$ cat src/hdl/ray_ground_point_classifier_top_macros.svh
// Assertion macros for the ray ground point classifier.
`ifndef RAY_GROUND_POINT_CLASSIFIER_TOP_MACROS_SVH
`define RAY_GROUND_POINT_CLASSIFIER_TOP_MACROS_SVH
`ifndef SYNTHESIS
`define RGPC_ASSERT_IMPLY(lbl, clk, rst_n, ante, cons) \
    lbl: assert property (@(posedge clk) disable iff (!rst_n) (ante) |-> (cons)) \
        else $error("rgpc: same-cycle check failed");
`define RGPC_ASSERT_NEXT(lbl, clk, rst_n, ante, cons) \
    lbl: assert property (@(posedge clk) disable iff (!rst_n) (ante) |=> (cons)) \
        else $error("rgpc: next-cycle check failed");
`else
`define RGPC_ASSERT_IMPLY(lbl, clk, rst_n, ante, cons)
`define RGPC_ASSERT_NEXT(lbl, clk, rst_n, ante, cons)
`endif
`endif

$ cat src/hdl/rgpc_pkg.sv
// Shared types, constants and helpers for the ray ground point classifier.
package rgpc_pkg;

    localparam int unsigned RAY_COUNT_DEFAULT = 4096;

    localparam int unsigned RAY_W     = 12;
    localparam int unsigned RADIUS_W  = 17;
    localparam int unsigned HEIGHT_W  = 16;
    localparam int unsigned INDEX_W   = 16;
    localparam int unsigned SENSOR_W  = 13;
    localparam int unsigned TAN_W     = 16;
    localparam int unsigned SPACING_W = 10;
    localparam int unsigned MINH_W    = 10;
    localparam int unsigned GAP_W     = 13;

    localparam int unsigned CFG_IDX_W  = 3;
    localparam int unsigned CFG_DATA_W = 16;

    localparam int unsigned S_TDATA_W = 64;
    localparam int unsigned M_TDATA_W = 16;

    localparam logic [SENSOR_W-1:0]  SENSOR_HEIGHT_RST = 13'd1700;
    localparam logic [TAN_W-1:0]     LOCAL_TAN_RST     = 16'd5734;
    localparam logic [TAN_W-1:0]     GENERAL_TAN_RST   = 16'd3435;
    localparam logic [SPACING_W-1:0] MIN_SPACING_RST   = 10'd10;
    localparam logic [MINH_W-1:0]    MIN_HEIGHT_RST    = 10'd50;
    localparam logic [GAP_W-1:0]     RECLASS_GAP_RST   = 13'd200;

    typedef enum logic [CFG_IDX_W-1:0] {
        CFG_SENSOR_HEIGHT = 3'd0,
        CFG_LOCAL_TAN     = 3'd1,
        CFG_GENERAL_TAN   = 3'd2,
        CFG_MIN_SPACING   = 3'd3,
        CFG_MIN_HEIGHT    = 3'd4,
        CFG_RECLASS_GAP   = 3'd5
    } cfg_reg_t;

    typedef struct packed {
        logic [SENSOR_W-1:0]  sensor_height_mm;
        logic [TAN_W-1:0]     local_slope_tangent;
        logic [TAN_W-1:0]     general_slope_tangent;
        logic [SPACING_W-1:0] min_spacing_mm;
        logic [MINH_W-1:0]    min_height_threshold_mm;
        logic [GAP_W-1:0]     reclass_gap_mm;
    } cfg_t;

    typedef struct packed {
        logic                       ground;
        logic signed [HEIGHT_W-1:0] height;
        logic [RADIUS_W-1:0]        radius;
    } hist_entry_t;

    // ray mod n by conditional subtraction of shifted n
    function automatic logic [RAY_W-1:0] ray_mod(input logic [RAY_W-1:0] ray,
                                                 input int unsigned n);
        logic [28:0] rem;
        logic [28:0] sub;
        rem = 29'(ray);
        for (int k = RAY_W - 1; k >= 0; k--)
        begin
            sub = 29'(n) << k;
            if (rem >= sub)
            begin
                rem = rem - sub;
            end
        end
        return rem[RAY_W-1:0];
    endfunction

endpackage

$ cat src/hdl/rgpc_cfg_regs.sv
// Configuration register file of the ray ground point classifier.
module rgpc_cfg_regs
    import rgpc_pkg::*;
(
    input  logic                  clk,
    input  logic                  rst_n,
    input  logic                  cfg_we,
    input  logic [CFG_IDX_W-1:0]  cfg_index,
    input  logic [CFG_DATA_W-1:0] cfg_data,
    output cfg_t                  cfg
);

    cfg_t cfg_reg;
    cfg_t cfg_next;

    always_comb
    begin
        cfg_next = cfg_reg;
        if (cfg_we)
        begin
            unique case (cfg_reg_t'(cfg_index))
                CFG_SENSOR_HEIGHT: cfg_next.sensor_height_mm        = cfg_data[SENSOR_W-1:0];
                CFG_LOCAL_TAN:     cfg_next.local_slope_tangent     = cfg_data[TAN_W-1:0];
                CFG_GENERAL_TAN:   cfg_next.general_slope_tangent   = cfg_data[TAN_W-1:0];
                CFG_MIN_SPACING:   cfg_next.min_spacing_mm          = cfg_data[SPACING_W-1:0];
                CFG_MIN_HEIGHT:    cfg_next.min_height_threshold_mm = cfg_data[MINH_W-1:0];
                CFG_RECLASS_GAP:   cfg_next.reclass_gap_mm          = cfg_data[GAP_W-1:0];
                default:           cfg_next = cfg_reg;
            endcase
        end
    end

    always_ff @(posedge clk or negedge rst_n)
    begin
        if (!rst_n)
        begin
            cfg_reg.sensor_height_mm        <= SENSOR_HEIGHT_RST;
            cfg_reg.local_slope_tangent     <= LOCAL_TAN_RST;
            cfg_reg.general_slope_tangent   <= GENERAL_TAN_RST;
            cfg_reg.min_spacing_mm          <= MIN_SPACING_RST;
            cfg_reg.min_height_threshold_mm <= MIN_HEIGHT_RST;
            cfg_reg.reclass_gap_mm          <= RECLASS_GAP_RST;
        end
        else
        begin
            cfg_reg <= cfg_next;
        end
    end

    assign cfg = cfg_reg;

endmodule

$ cat config.mk
export PLATFORM = sky130hd
export DESIGN_NAME = rgpc_cfg_regs
export DESIGN_NICKNAME = d
export VERILOG_FILES = /design/src/hdl/ray_ground_point_classifier_top_macros.svh /design/src/hdl/rgpc_pkg.sv /design/src/hdl/rgpc_cfg_regs.sv
export SDC_FILE = /design/constraint.sdc
export NUM_CORES = 1
export LEC_CHECK = 0
export BUFFER_PORTS_ARGS = -buffer_cell sky130_fd_sc_hd__buf_2
export CELL_PAD_IN_SITES_DETAIL_PLACEMENT = 0
export CELL_PAD_IN_SITES_GLOBAL_PLACEMENT = 1
export CORE_MARGIN = 2
export CORE_UTILIZATION = 44
export DETAILED_ROUTE_END_ITERATION = 10
export PLACE_DENSITY_LB_ADDON = 0.15
export SETUP_SLACK_MARGIN = 0.4
export SLEW_MARGIN = 10
export SYNTH_ARGS = -nofsm -noshare
export SYNTH_HDL_FRONTEND = slang
export SYNTH_SLANG_ARGS = --single-unit
export TNS_END_PERCENT = 100
$ cat constraint.sdc
create_clock -name clk -period 1.89 [get_ports clk]
set_input_delay 0.0945 -clock clk [delete_from_list [all_inputs] [get_ports clk]]
set_output_delay 0.0945 -clock clk [all_outputs]
set_load 0.01 [all_outputs]
==> impl_metrics.sql <==
INSERT INTO impl_metrics (metric_group, metric, value, unit) VALUES
('yosys', 'synth.cell_area', '3019', 'um2'),
('routing', 'detail_route.wirelength', '6.189', 'mm'),
('yosys', 'postSynthNetCount', '192', ''),
('timing', 'worstMarginPinSlew', '0.6554', 'ns'),
('yosys', 'synth-warning-count', '0', ''),
('setup_path', 'cp.arrival', '1.33', 'ns'),
('routing', 'antenna_violating_nets_post_route', '0', ''),
('timing', 'finalClockSkew', '0', 'ns'),
('power_and_ir_drop', 'leakage', '1.801', 'nW'),
('die', 'placeableCoreArea', '6719', 'um2'),
('clock_network', 'cts_tree', 'yes', ''),
('clock_network', 'cts-root-to-sink-buffers', '2', ''),
('routing', 'vias', '1820', ''),
('finish', 'final_layout_size_suffix_gt1_frac', '0.8000', ''),
('finish', 'area.growth.synth_to_final', '28.14', '%'),
('grt', 'vias_in_the_first_global_route', '1850', ''),
('die', 'pin_count', '100', ''),
('setup_path', 'crit_required', '2.11', 'ns'),
('clock_network', 'insertion_delay_of_the_later_clocked_pin_in_the_worst_skew_pair', '0.33', 'ns'),
('routing', 'routed_via_density', '4.986', ''),
('grt', 'global_route.overflow_total', '0', ''),
('clock_network', 'clock_sinks', '78', ''),
('timing', 'setup_viol_count_final', '0', ''),
('clock_network', 'path_clk_slew', '0.08', 'ns'),
('yosys', 'syn_inst', '170', ''),
('placement', 'portBuffers', '99', ''),
('timing', 'fin_setup_tns', '0', 'ns'),
('timing', 'timing.final.hold_violations', '0', ''),
('routing', 'final_routed_wire_length_divided_by_cell_count', '16.96', 'um'),
('placement', 'sum_of_net_half_perimeters_after_detailed_placement', '4.265', 'mm'),
('timing', 'grt_setup_unrepaired', 'no', ''),
('timing', 'shortest_clock_period_the_worst_path_allows_after_layout', '1.113', 'ns'),
('setup_path', 'critical_path.endpoint_type', 'flip-flop', ''),
('die', 'dieArea', '7540', 'um2'),
('clock_network', 'cts_made_buffers', '9', ''),
('clock_network', 'postCtsSetupBuffers', '0', ''),
('grt', 'groute.usage.overall', '0.1745', ''),
('power_and_ir_drop', 'irDropWorstVdd', '0.6171', 'mV'),
('timing', 'layout_worst_path_cycle_share', '0.5887', ''),
('placement', 'dpl_cell_area', '3592', 'um2'),
('finish', 'largest_register_ff_count', '78', ''),
('worst_hold_path', 'hold_path.class', 'in -> reg', ''),
('setup_path', 'crit_path_start_kind', 'primary input', ''),
('timing', 'final_max_slew_viol_count', '0', ''),
('finish', 'antenna-diode-count', '0', ''),
('routing', 'post-route-drc-count', '0', ''),
('yosys', 'synth.ff_latch_count', '78', ''),
('yosys', 'seq_total_area_yosys', '0.6581', ''),
('finish', 'nFillCells', '558', ''),
('die', 'floorplan.die.height', '86.84', 'um'),
('routing', 'detailedRoute.firstPassIterationCount', '3', ''),
('die', 'placement_rows', '30', ''),
('yosys', 'synth_area_leader_cell', 'dfrtp_1', ''),
('grt', 'grt_start_max_net_pins', '51', ''),
('setup_path', 'reg2reg_slack', '1.12', 'ns'),
('placement', 'gpl.final_weighted_congestion', '0.6801', ''),
('grt', 'grt_pass1_wl', '9.860', 'mm'),
('die', 'initial_utilization', '0.4493', ''),
('yosys', 'synth.top_cell.area_share', '0.4144', ''),
('setup_path', 'critPathKind', 'in -> reg', ''),
('timing', 'slew_headroom', '0.5607', ''),
('timing', 'timing.fmax', '0.8988', 'GHz'),
('clock_network', 'root_buffer', 'clkbuf_8', ''),
('setup_path', 'worst_r2r_startpoint', 'cfg[23]$_DFFE_PN0P_', ''),
('run_status', 'outcome', 'finished clean', ''),
('finish', 'finalNetCount', '303', ''),
('yosys', 'syn-mean-instance-area', '17.76', 'um2'),
('power_and_ir_drop', 'power_per_cell_area', '1248', 'nW/um2'),
('grt', 'antenna_found_initial', '0', ''),
('die', 'floorplan.die.width', '86.84', 'um'),
('worst_hold_path', 'worstHoldStart', 'cfg_data[10]', ''),
('routing', 'detail_route.iter0.violations', '30', ''),
('yosys', 'ys_types', '10', ''),
('setup_path', 'r2r.worst_path.cells', '1', ''),
('clock_network', 'cts_max_level', '3', ''),
('worst_hold_path', 'worstHoldPathCells', '2', ''),
('run', 'maxCapViolations', '0', ''),
('setup_path', 'timing.critical_path.from', 'cfg_index[2]', ''),
('yosys', 'synth_top_cells_by_area', 'dfrtp_1 (41%), mux2_2 (29%), dfstp_2 (24%)', ''),
('finish', 'final_area', '3869', 'um2'),
('setup_path', 'critical_path_peak_fanout', '10', '');
final cells by class:
class	count	area, um2	area share
clock buffers	11	141.4	0.03655
flip-flops and latches	78	1987	0.5136
multi-input cells	84	957.2	0.2474
clock inverters	4	95.09	0.02458
well taps	80	100.1	0.02587
repair buffers	108	588.1	0.1520
critical path: stages:
cell and delay (ns):
buf_2 0.13, nand4b_1 0.61, mux2_2 0.50
cells in the mapped netlist, drive strengths merged:
master and count:
dfrtp 50, nand4b 2, mux2 78, and4bb 3
nor4b 1, dfstp 28, buf 8
layer usage:
layer | track usage | wire [um]
met2 | 0.2679 | 2967
met3 | 0.04476 | 337
met5 | 0 | 0
met4 | 0.06392 | 85
met1 | 0.2404 | 2799
logic make-up after synthesis:
kind of cell	Yosys count	share of synthesized area
mux	78	0.2909
flops	78	0.6581
buf+inv	8	0.02486
simple gates	6	0.02611
timing repair:
item	4_1_cts	5_1_grt
endpoints found under the hold margin	34	0
hold buffers	4	0
gates resized for setup	0	0
metrics by stage:
stage	power [mW]	cells	util	worst slack (ns)	hold slack (ns)
after floorplan	2.878	170	-	0.7869	-0.2011
after global placement	3.381	346	0.5346	0.4286	0.04454
after detailed placement	3.405	346	0.5346	0.4006	0.04291
after CTS	4.893	365	0.5758	0.7739	0.02448
after global routing	5.084	365	0.5758	0.7139	0.03772
final	4.827	365	0.5758	0.7774	0.03892
power by group:
group	leakage, nW	total, mW	switching (mW)	internal, mW
sequential	0.894	2.31	0.178	2.13
combinational	0.788	1.05	0.497	0.553
clock	0.119	1.47	0.562	0.905
total	1.80	4.83	1.24	3.59
worst paths after layout:
check,to
setup / recovery,cfg[25]$_DFFE_PN0P_
hold / removal,cfg[10]$_DFFE_PN0P_
setup reg to reg,cfg[23]$_DFFE_PN0P_
hold reg to reg,cfg[32]$_DFFE_PN0P_
max in group asynchronous,cfg[7]$_DFFE_PN1P_
min in group asynchronous,cfg[71]$_DFFE_PN0P_
cells in the final DEF (no fill, tap or decap), drive strengths merged:
cell type,count
clkinv,1
dfrtp,50
clkbuf,11
buf,104
nand4b,2
dlygate4sd3,4
nor4b,1
bufinv,3
mux2,78
dfstp,28
and4bb,3
Power figures use the tool's default switching activity.
