[src/hdl/ray_ground_point_classifier_top_macros.svh]
// Assertion macros for the ray ground point classifier.
`ifndef RAY_GROUND_POINT_CLASSIFIER_TOP_MACROS_SVH
`define RAY_GROUND_POINT_CLASSIFIER_TOP_MACROS_SVH
`ifndef SYNTHESIS
`define RGPC_ASSERT_IMPLY(lbl, clk, rst_n, ante, cons) \
    lbl: assert property (@(posedge clk) disable iff (!rst_n) (ante) |-> (cons)) \
        else $error("rgpc: same-cycle check failed");
`define RGPC_ASSERT_NEXT(lbl, clk, rst_n, ante, cons) \
    lbl: assert property (@(posedge clk) disable iff (!rst_n) (ante) |=> (cons)) \
        else $error("rgpc: next-cycle check failed");
`else
`define RGPC_ASSERT_IMPLY(lbl, clk, rst_n, ante, cons)
`define RGPC_ASSERT_NEXT(lbl, clk, rst_n, ante, cons)
`endif
`endif

[src/hdl/rgpc_pkg.sv]
// Shared types, constants and helpers for the ray ground point classifier.
package rgpc_pkg;

    localparam int unsigned RAY_COUNT_DEFAULT = 4096;

    localparam int unsigned RAY_W     = 12;
    localparam int unsigned RADIUS_W  = 17;
    localparam int unsigned HEIGHT_W  = 16;
    localparam int unsigned INDEX_W   = 16;
    localparam int unsigned SENSOR_W  = 13;
    localparam int unsigned TAN_W     = 16;
    localparam int unsigned SPACING_W = 10;
    localparam int unsigned MINH_W    = 10;
    localparam int unsigned GAP_W     = 13;

    localparam int unsigned CFG_IDX_W  = 3;
    localparam int unsigned CFG_DATA_W = 16;

    localparam int unsigned S_TDATA_W = 64;
    localparam int unsigned M_TDATA_W = 16;

    localparam logic [SENSOR_W-1:0]  SENSOR_HEIGHT_RST = 13'd1700;
    localparam logic [TAN_W-1:0]     LOCAL_TAN_RST     = 16'd5734;
    localparam logic [TAN_W-1:0]     GENERAL_TAN_RST   = 16'd3435;
    localparam logic [SPACING_W-1:0] MIN_SPACING_RST   = 10'd10;
    localparam logic [MINH_W-1:0]    MIN_HEIGHT_RST    = 10'd50;
    localparam logic [GAP_W-1:0]     RECLASS_GAP_RST   = 13'd200;

    typedef enum logic [CFG_IDX_W-1:0] {
        CFG_SENSOR_HEIGHT = 3'd0,
        CFG_LOCAL_TAN     = 3'd1,
        CFG_GENERAL_TAN   = 3'd2,
        CFG_MIN_SPACING   = 3'd3,
        CFG_MIN_HEIGHT    = 3'd4,
        CFG_RECLASS_GAP   = 3'd5
    } cfg_reg_t;

    typedef struct packed {
        logic [SENSOR_W-1:0]  sensor_height_mm;
        logic [TAN_W-1:0]     local_slope_tangent;
        logic [TAN_W-1:0]     general_slope_tangent;
        logic [SPACING_W-1:0] min_spacing_mm;
        logic [MINH_W-1:0]    min_height_threshold_mm;
        logic [GAP_W-1:0]     reclass_gap_mm;
    } cfg_t;

    typedef struct packed {
        logic                       ground;
        logic signed [HEIGHT_W-1:0] height;
        logic [RADIUS_W-1:0]        radius;
    } hist_entry_t;

    // ray mod n by conditional subtraction of shifted n
    function automatic logic [RAY_W-1:0] ray_mod(input logic [RAY_W-1:0] ray,
                                                 input int unsigned n);
        logic [28:0] rem;
        logic [28:0] sub;
        rem = 29'(ray);
        for (int k = RAY_W - 1; k >= 0; k--)
        begin
            sub = 29'(n) << k;
            if (rem >= sub)
            begin
                rem = rem - sub;
            end
        end
        return rem[RAY_W-1:0];
    endfunction

endpackage

[src/hdl/rgpc_pipe.sv]
// Classification pipeline: history lookup with forwarding, slope tests, output register.
module rgpc_pipe
    import rgpc_pkg::*;
#(
    parameter int unsigned RAY_COUNT = RAY_COUNT_DEFAULT,
    parameter int unsigned AW        = $clog2(RAY_COUNT)
)
(
    input  logic                 clk,
    input  logic                 rst_n,
    input  cfg_t                 cfg,
    input  logic                 s_axis_tvalid,
    output logic                 s_axis_tready,
    input  logic [S_TDATA_W-1:0] s_axis_tdata,
    input  logic                 s_axis_tuser,
    output logic                 m_axis_tvalid,
    input  logic                 m_axis_tready,
    output logic [M_TDATA_W-1:0] m_axis_tdata,
    output logic                 m_axis_tuser,
    output logic                 rd_en,
    output logic [AW-1:0]        rd_addr,
    input  hist_entry_t          rd_data,
    output logic                 wr_en,
    output logic [AW-1:0]        wr_addr,
    output hist_entry_t          wr_data
);

    `include "ray_ground_point_classifier_top_macros.svh"

    logic                       adv;
    logic [RAY_W-1:0]           in_ray;
    logic [AW-1:0]              in_addr;

    // stage 1: history read in flight
    logic                       s1_valid_reg;
    logic [AW-1:0]              s1_addr_reg;
    logic                       s1_first_reg;
    logic [RADIUS_W-1:0]        s1_radius_reg;
    logic signed [HEIGHT_W-1:0] s1_height_reg;
    logic [INDEX_W-1:0]         s1_index_reg;

    logic                       hit_s2;
    logic                       hit_wb;
    logic [RADIUS_W-1:0]        prev_r;
    logic signed [HEIGHT_W-1:0] prev_h;
    logic                       prev_g;
    logic                       fwd_g;
    logic signed [17:0]         delta_r;
    logic signed [34:0]         local_prod;
    logic [32:0]                general_prod;
    logic                       spacing_gt;
    logic                       reclass_gt;

    // stage 2: thresholds and band tests
    logic                       s2_valid_reg;
    logic [AW-1:0]              s2_addr_reg;
    logic [RADIUS_W-1:0]        s2_radius_reg;
    logic signed [HEIGHT_W-1:0] s2_height_reg;
    logic [INDEX_W-1:0]         s2_index_reg;
    logic signed [HEIGHT_W-1:0] s2_prev_h_reg;
    logic                       s2_prev_g_reg;
    logic                       s2_fwd_g_reg;
    logic signed [18:0]         s2_t_raw_reg;
    logic [RADIUS_W-1:0]        s2_g_reg;
    logic                       s2_spacing_gt_reg;
    logic                       s2_reclass_gt_reg;

    logic signed [18:0]         t_clamped;
    logic signed [18:0]         min_h;
    logic signed [20:0]         h;
    logic signed [20:0]         ph;
    logic signed [20:0]         tt;
    logic signed [20:0]         gl;
    logic signed [20:0]         gg;
    logic                       prev_g_eff;
    logic                       local_in;
    logic                       general_in;
    logic                       reclass_in;
    logic                       cur_g;

    // last written entry
    logic                       wb_valid_reg;
    logic [AW-1:0]              wb_addr_reg;
    hist_entry_t                wb_data_reg;

    // output register
    logic                       out_valid_reg;
    logic [INDEX_W-1:0]         out_index_reg;
    logic                       out_ground_reg;

    assign adv           = !out_valid_reg || m_axis_tready;
    assign s_axis_tready = adv;

    assign in_ray  = s_axis_tdata[11:0];
    assign in_addr = AW'(ray_mod(in_ray, RAY_COUNT));

    assign rd_en   = adv;
    assign rd_addr = in_addr;

    always_ff @(posedge clk or negedge rst_n)
    begin
        if (!rst_n)
        begin
            s1_valid_reg  <= 1'b0;
            s2_valid_reg  <= 1'b0;
            out_valid_reg <= 1'b0;
            wb_valid_reg  <= 1'b0;
        end
        else
        begin
            if (adv)
            begin
                s1_valid_reg  <= s_axis_tvalid;
                s2_valid_reg  <= s1_valid_reg;
                out_valid_reg <= s2_valid_reg;
            end
            if (wr_en)
            begin
                wb_valid_reg <= 1'b1;
            end
        end
    end

    always_ff @(posedge clk)
    begin
        if (adv)
        begin
            s1_addr_reg   <= in_addr;
            s1_first_reg  <= s_axis_tuser;
            s1_radius_reg <= s_axis_tdata[28:12];
            s1_height_reg <= s_axis_tdata[44:29];
            s1_index_reg  <= s_axis_tdata[60:45];
        end
    end

    assign hit_s2 = s2_valid_reg && (s2_addr_reg == s1_addr_reg);
    assign hit_wb = wb_valid_reg && (wb_addr_reg == s1_addr_reg);

    always_comb
    begin
        fwd_g = 1'b0;
        if (s1_first_reg)
        begin
            prev_r = '0;
            prev_h = -$signed(16'(cfg.sensor_height_mm));
            prev_g = 1'b0;
        end
        else if (hit_s2)
        begin
            // ground flag of the item ahead resolves one stage later
            prev_r = s2_radius_reg;
            prev_h = s2_height_reg;
            prev_g = 1'b0;
            fwd_g  = 1'b1;
        end
        else if (hit_wb)
        begin
            prev_r = wb_data_reg.radius;
            prev_h = wb_data_reg.height;
            prev_g = wb_data_reg.ground;
        end
        else
        begin
            prev_r = rd_data.radius;
            prev_h = rd_data.height;
            prev_g = rd_data.ground;
        end
    end

    assign delta_r      = $signed({1'b0, s1_radius_reg}) - $signed({1'b0, prev_r});
    assign local_prod   = $signed({1'b0, cfg.local_slope_tangent}) * delta_r;
    assign general_prod = cfg.general_slope_tangent * s1_radius_reg;
    assign spacing_gt   = delta_r > $signed(18'(cfg.min_spacing_mm));
    assign reclass_gt   = delta_r > $signed(18'(cfg.reclass_gap_mm));

    always_ff @(posedge clk)
    begin
        if (adv)
        begin
            s2_addr_reg       <= s1_addr_reg;
            s2_radius_reg     <= s1_radius_reg;
            s2_height_reg     <= s1_height_reg;
            s2_index_reg      <= s1_index_reg;
            s2_prev_h_reg     <= prev_h;
            s2_prev_g_reg     <= prev_g;
            s2_fwd_g_reg      <= fwd_g;
            s2_t_raw_reg      <= local_prod[34:16];
            s2_g_reg          <= general_prod[32:16];
            s2_spacing_gt_reg <= spacing_gt;
            s2_reclass_gt_reg <= reclass_gt;
        end
    end

    assign min_h     = $signed(19'(cfg.min_height_threshold_mm));
    assign t_clamped = (s2_spacing_gt_reg && (s2_t_raw_reg < min_h)) ? min_h : s2_t_raw_reg;

    assign h  = 21'(s2_height_reg);
    assign ph = 21'(s2_prev_h_reg);
    assign tt = 21'(t_clamped);
    assign gl = -$signed(21'(cfg.sensor_height_mm));
    assign gg = $signed(21'(s2_g_reg));

    assign prev_g_eff = s2_fwd_g_reg ? wb_data_reg.ground : s2_prev_g_reg;
    assign local_in   = (h <= ph + tt) && (h >= ph - tt);
    assign general_in = (h <= gl + gg) && (h >= gl - gg);
    assign reclass_in = (h <= gl + tt) && (h >= gl - tt);
    assign cur_g      = local_in ? (prev_g_eff || general_in)
                                 : (s2_reclass_gt_reg && reclass_in);

    assign wr_en          = s2_valid_reg && adv;
    assign wr_addr        = s2_addr_reg;
    assign wr_data.ground = cur_g;
    assign wr_data.height = s2_height_reg;
    assign wr_data.radius = s2_radius_reg;

    always_ff @(posedge clk)
    begin
        if (wr_en)
        begin
            wb_addr_reg <= s2_addr_reg;
            wb_data_reg <= wr_data;
        end
    end

    always_ff @(posedge clk)
    begin
        if (adv && s2_valid_reg)
        begin
            out_index_reg  <= s2_index_reg;
            out_ground_reg <= cur_g;
        end
    end

    assign m_axis_tvalid = out_valid_reg;
    assign m_axis_tdata  = out_index_reg;
    assign m_axis_tuser  = out_ground_reg;

    `RGPC_ASSERT_IMPLY(a_stall_blocks_write, clk, rst_n, out_valid_reg && !m_axis_tready, !wr_en)
    `RGPC_ASSERT_IMPLY(a_fwd_from_last_write, clk, rst_n, s2_valid_reg && s2_fwd_g_reg, wb_valid_reg && (wb_addr_reg == s2_addr_reg))
    `RGPC_ASSERT_NEXT(a_write_lands_in_output, clk, rst_n, wr_en, out_valid_reg && (out_index_reg == $past(s2_index_reg)))

endmodule

[config.mk]
export PLATFORM = sky130hd
export DESIGN_NAME = rgpc_pipe
export DESIGN_NICKNAME = d
export VERILOG_FILES = /design/src/hdl/rgpc_pkg.sv /design/src/hdl/rgpc_pipe.sv
export VERILOG_INCLUDE_DIRS = /design/src /design/src/hdl
export SDC_FILE = /design/constraint.sdc
export NUM_CORES = 2
export LEC_CHECK = 0
export ABC_CLOCK_PERIOD_IN_PS = 8850
export BUFFER_PORTS_ARGS = -buffer_cell sky130_fd_sc_hd__buf_2
export CAP_MARGIN = 20
export CORE_AREA = 2 2 234 408
export CTS_CLUSTER_DIAMETER = 120
export CTS_CLUSTER_SIZE = 20
export DETAILED_ROUTE_END_ITERATION = 10
export DIE_AREA = 0 0 236 410
export GPL_ROUTABILITY_DRIVEN = 0
export PLACE_DENSITY = 0.61
export SLEW_MARGIN = 5
export SYNTH_ARGS = -nofsm -noshare
export SYNTH_HDL_FRONTEND = slang
export SYNTH_SLANG_ARGS = --single-unit
[constraint.sdc]
create_clock -name clk -period 8.85 [get_ports clk]
set_input_delay 1.3275 -clock clk [delete_from_list [all_inputs] [get_ports clk]]
set_output_delay 1.3275 -clock clk [all_outputs]
set_load 0.1 [all_outputs]
==> impl_metrics.env <==
export IMPL_outcome="finished with violations"
export IMPL_failed_checks="setup timing"
export IMPL_cp_top_family="adder cells"
export IMPL_cts_tree="yes"
export IMPL_worstSetupStartpointType="flip-flop"
export IMPL_drtAntennaViolNets=0
export IMPL_drive_above_1_share_pct=18.5
export IMPL_die_w_um=236
export IMPL_drt_first_pass_iters=8
export IMPL_rsz0062_at_grt="true"
export IMPL_synth_top_area_share_pct=26.9
export IMPL_crit_fanout=10
export IMPL_slew_headroom_pct=32.7
export IMPL_ios=260
export IMPL_avgSynthCellArea_um2=9.63
export IMPL_yosysWarnings=0
export IMPL_cts_buffers=18
export IMPL_num_antenna_cells=0
export IMPL_initial_core_util_pct=39.6
export IMPL_finalNetCount=5524
export IMPL_clock_path_buffers=3
export IMPL_syn_inst=3853
export IMPL_slew_viol_final=0
export IMPL_routed_wl_um=104000
export IMPL_clock_sinks=245
export IMPL_h_tree_depth=1
export IMPL_fmax_mhz=105
export IMPL_synthTopCellsByArea="fa_1 27%, edfxtp_1 19%, ha_1 16%"
export IMPL_synth_net_count=5012
export IMPL_die_y_um=410
export IMPL_grt_overflow=0
export IMPL_layout_commonest_cell="inv_1"
export IMPL_timing_final_ws_setup_ps=-631
export IMPL_fin_crit_ps=9480
export IMPL_end_kind="flip-flop"
export IMPL_synth_enable_flop_cells=241
export IMPL_final_hold_violation_count=0
export IMPL_syn_area_mm2=0.0371
export IMPL_area_growth_pct=17.6
export IMPL_antenna_found_initial=5
export IMPL_io_buffers=256
export IMPL_synth_cell_type_count=74
export IMPL_vias=28600
export IMPL_top_layer="met5"
export IMPL_grt_max_degree=73
export IMPL_stdcell_area_mm2=0.0436
export IMPL_initialDrtViolationCount=1280
export IMPL_coreArea_mm2=0.0938
export IMPL_maxCapViolations=0
export IMPL_synth_area_leader_cell="fa_1"
export IMPL_synthFlopType="edfxtp_1"
export IMPL_crit_buf_inv=11
export IMPL_tightest_slew_ps=1000
export IMPL_grt_pass1_wl_um=162000
export IMPL_cp_required_ps=9150
export IMPL_finalSetupViolations=17
export IMPL_wl_met3_um=3730
export IMPL_insertion_delay_ps=550
export IMPL_place_ws_ps=-967
export IMPL_hold_path_class="flip-flop to flip-flop"
export IMPL_viasPerCell=5.13
export IMPL_ys_seq_area_share_pct=19.8
export IMPL_clock_skew_final_ps=20.9
export IMPL_crit_arrival_ps=9780
export IMPL_root_buffer="clkbuf_16"
export IMPL_async_reset_ff_share_pct=1.63
export IMPL_fin_hold_ws_ps=412
export IMPL_dieArea_mm2=0.0968
export IMPL_fin_crit_sh_pct=107
export IMPL_wl_per_cell_um=18.6
export IMPL_slowest_stage="fa_1"
export IMPL_clkTransAtPathRegs_ps=80
export IMPL_ys_ff_latch=245
export IMPL_drc=0
export IMPL_final_cell_mix="707 x inv_1, 485 x fa_1, 464 x ha_1, 431 x nand2_1, 368 x buf_4"
export IMPL_max_stage_delay_ps=590
export IMPL_nFillCells=9010
export IMPL_placed_area_mm2=0.0422
export IMPL_route_met2_wl_um=55900
export IMPL_grt_util_all_layers_pct=21.6
export IMPL_grt_pass1_vias=30600
export IMPL_dp_hpwl_um=85200
export IMPL_wl_met1_um=37600
export IMPL_rows=149
export IMPL_path_class="flip-flop to flip-flop"
export IMPL_largest_reg_flops=33
==> kinds of logic after synthesis <==
group           Yosys count  share of synthesized area, %
flops                   245                          19.8
simple gates           1007                          13.2
compound gates          522                          9.34
fa+ha+maj               982                          43.2
mux                      40                          1.09
buf+inv                 863                          8.89
xor+xnor                194                          4.58
==> final cells by class <==
cell class	instances	area, um2	share of cell area [%]
Sequential cell	245	7340	16.8
Multi-Input combinational cell	2745	27200	62.4
Clock buffer	22	465	1.07
Tap cell	1208	1510	3.46
Inverter	713	2680	6.13
Clock inverter	6	78.8	0.181
Timing Repair Buffer	642	4350	9.97
==> repair_timing <==
action	4_1_cts	5_1_grt
resized for setup	64	53
hold buffers	0	0
gates cloned	0	1
pin swaps	47	30
setup buffers	22	16
endpoints found under the setup margin	20	20
==> synth_stat cells, drive strengths merged, types with 6 or more instances <==
cell	count
inv	713
fa	499
ha	479
nand2	435
edfxtp	241
and2	208
xnor2	147
a21oi	146
clkbuf	125
nor2	114
o21ai	96
a21o	76
xor2	47
nor2b	44
nor3	43
nand4	37
o21a	37
mux2i	36
nand2b	31
o21bai	30
buf	25
nand3	24
a211o	20
a31oi	15
and3	15
a211oi	14
o31ai	14
nor4	12
o211ai	11
or3	11
or2	9
a221oi	8
or4	8
o2111ai	7
o41ai	7
o31a	6
==> path summary, 6_finish.rpt <==
check / end / from / slack (ps) / cells past startpoint
min: m_axis_tdata[11] / s2_index_reg[11] / 410 / 0
max: s2_t_raw_reg[18] / s1_addr_reg[4] / -630 / 40
max reg2reg: s2_t_raw_reg[18] / s1_addr_reg[4] / -630 / 40
min reg2reg: m_axis_tdata[11] / s2_index_reg[11] / 410 / 0
max in group asynchronous: wb_valid_reg / rst_n / 8160 / 1
min in group asynchronous: m_axis_tvalid / rst_n / 560 / 1
==> metrics by stage <==
step / util (%) / setup TNS, ps / instances
6_report: 46.5 / -6640 / 5581
5_1_grt: 46.5 / -15230 / 5581
4_1_cts: 46.1 / -6730 / 5564
3_5_place_dp: 45.0 / -11220 / 5514
3_3_place_gp: 45.0 / -9510 / 5514
2_1_floorplan: - / -2490 / 3853
==> per-layer routing <==
| layer | track usage, % | up-vias |
|---|---|---|
| met5 | 0 | - |
| li1 | - | 13400 |
| met2 | 41.1 | 656 |
| met1 | 22.9 | 14300 |
| met4 | 12.5 | 6 |
| met3 | 2.21 | 287 |
Power is left out: the tool's default activity adds up to more than one toggle a clock period on the data nets, which glitch-free logic cannot reach.
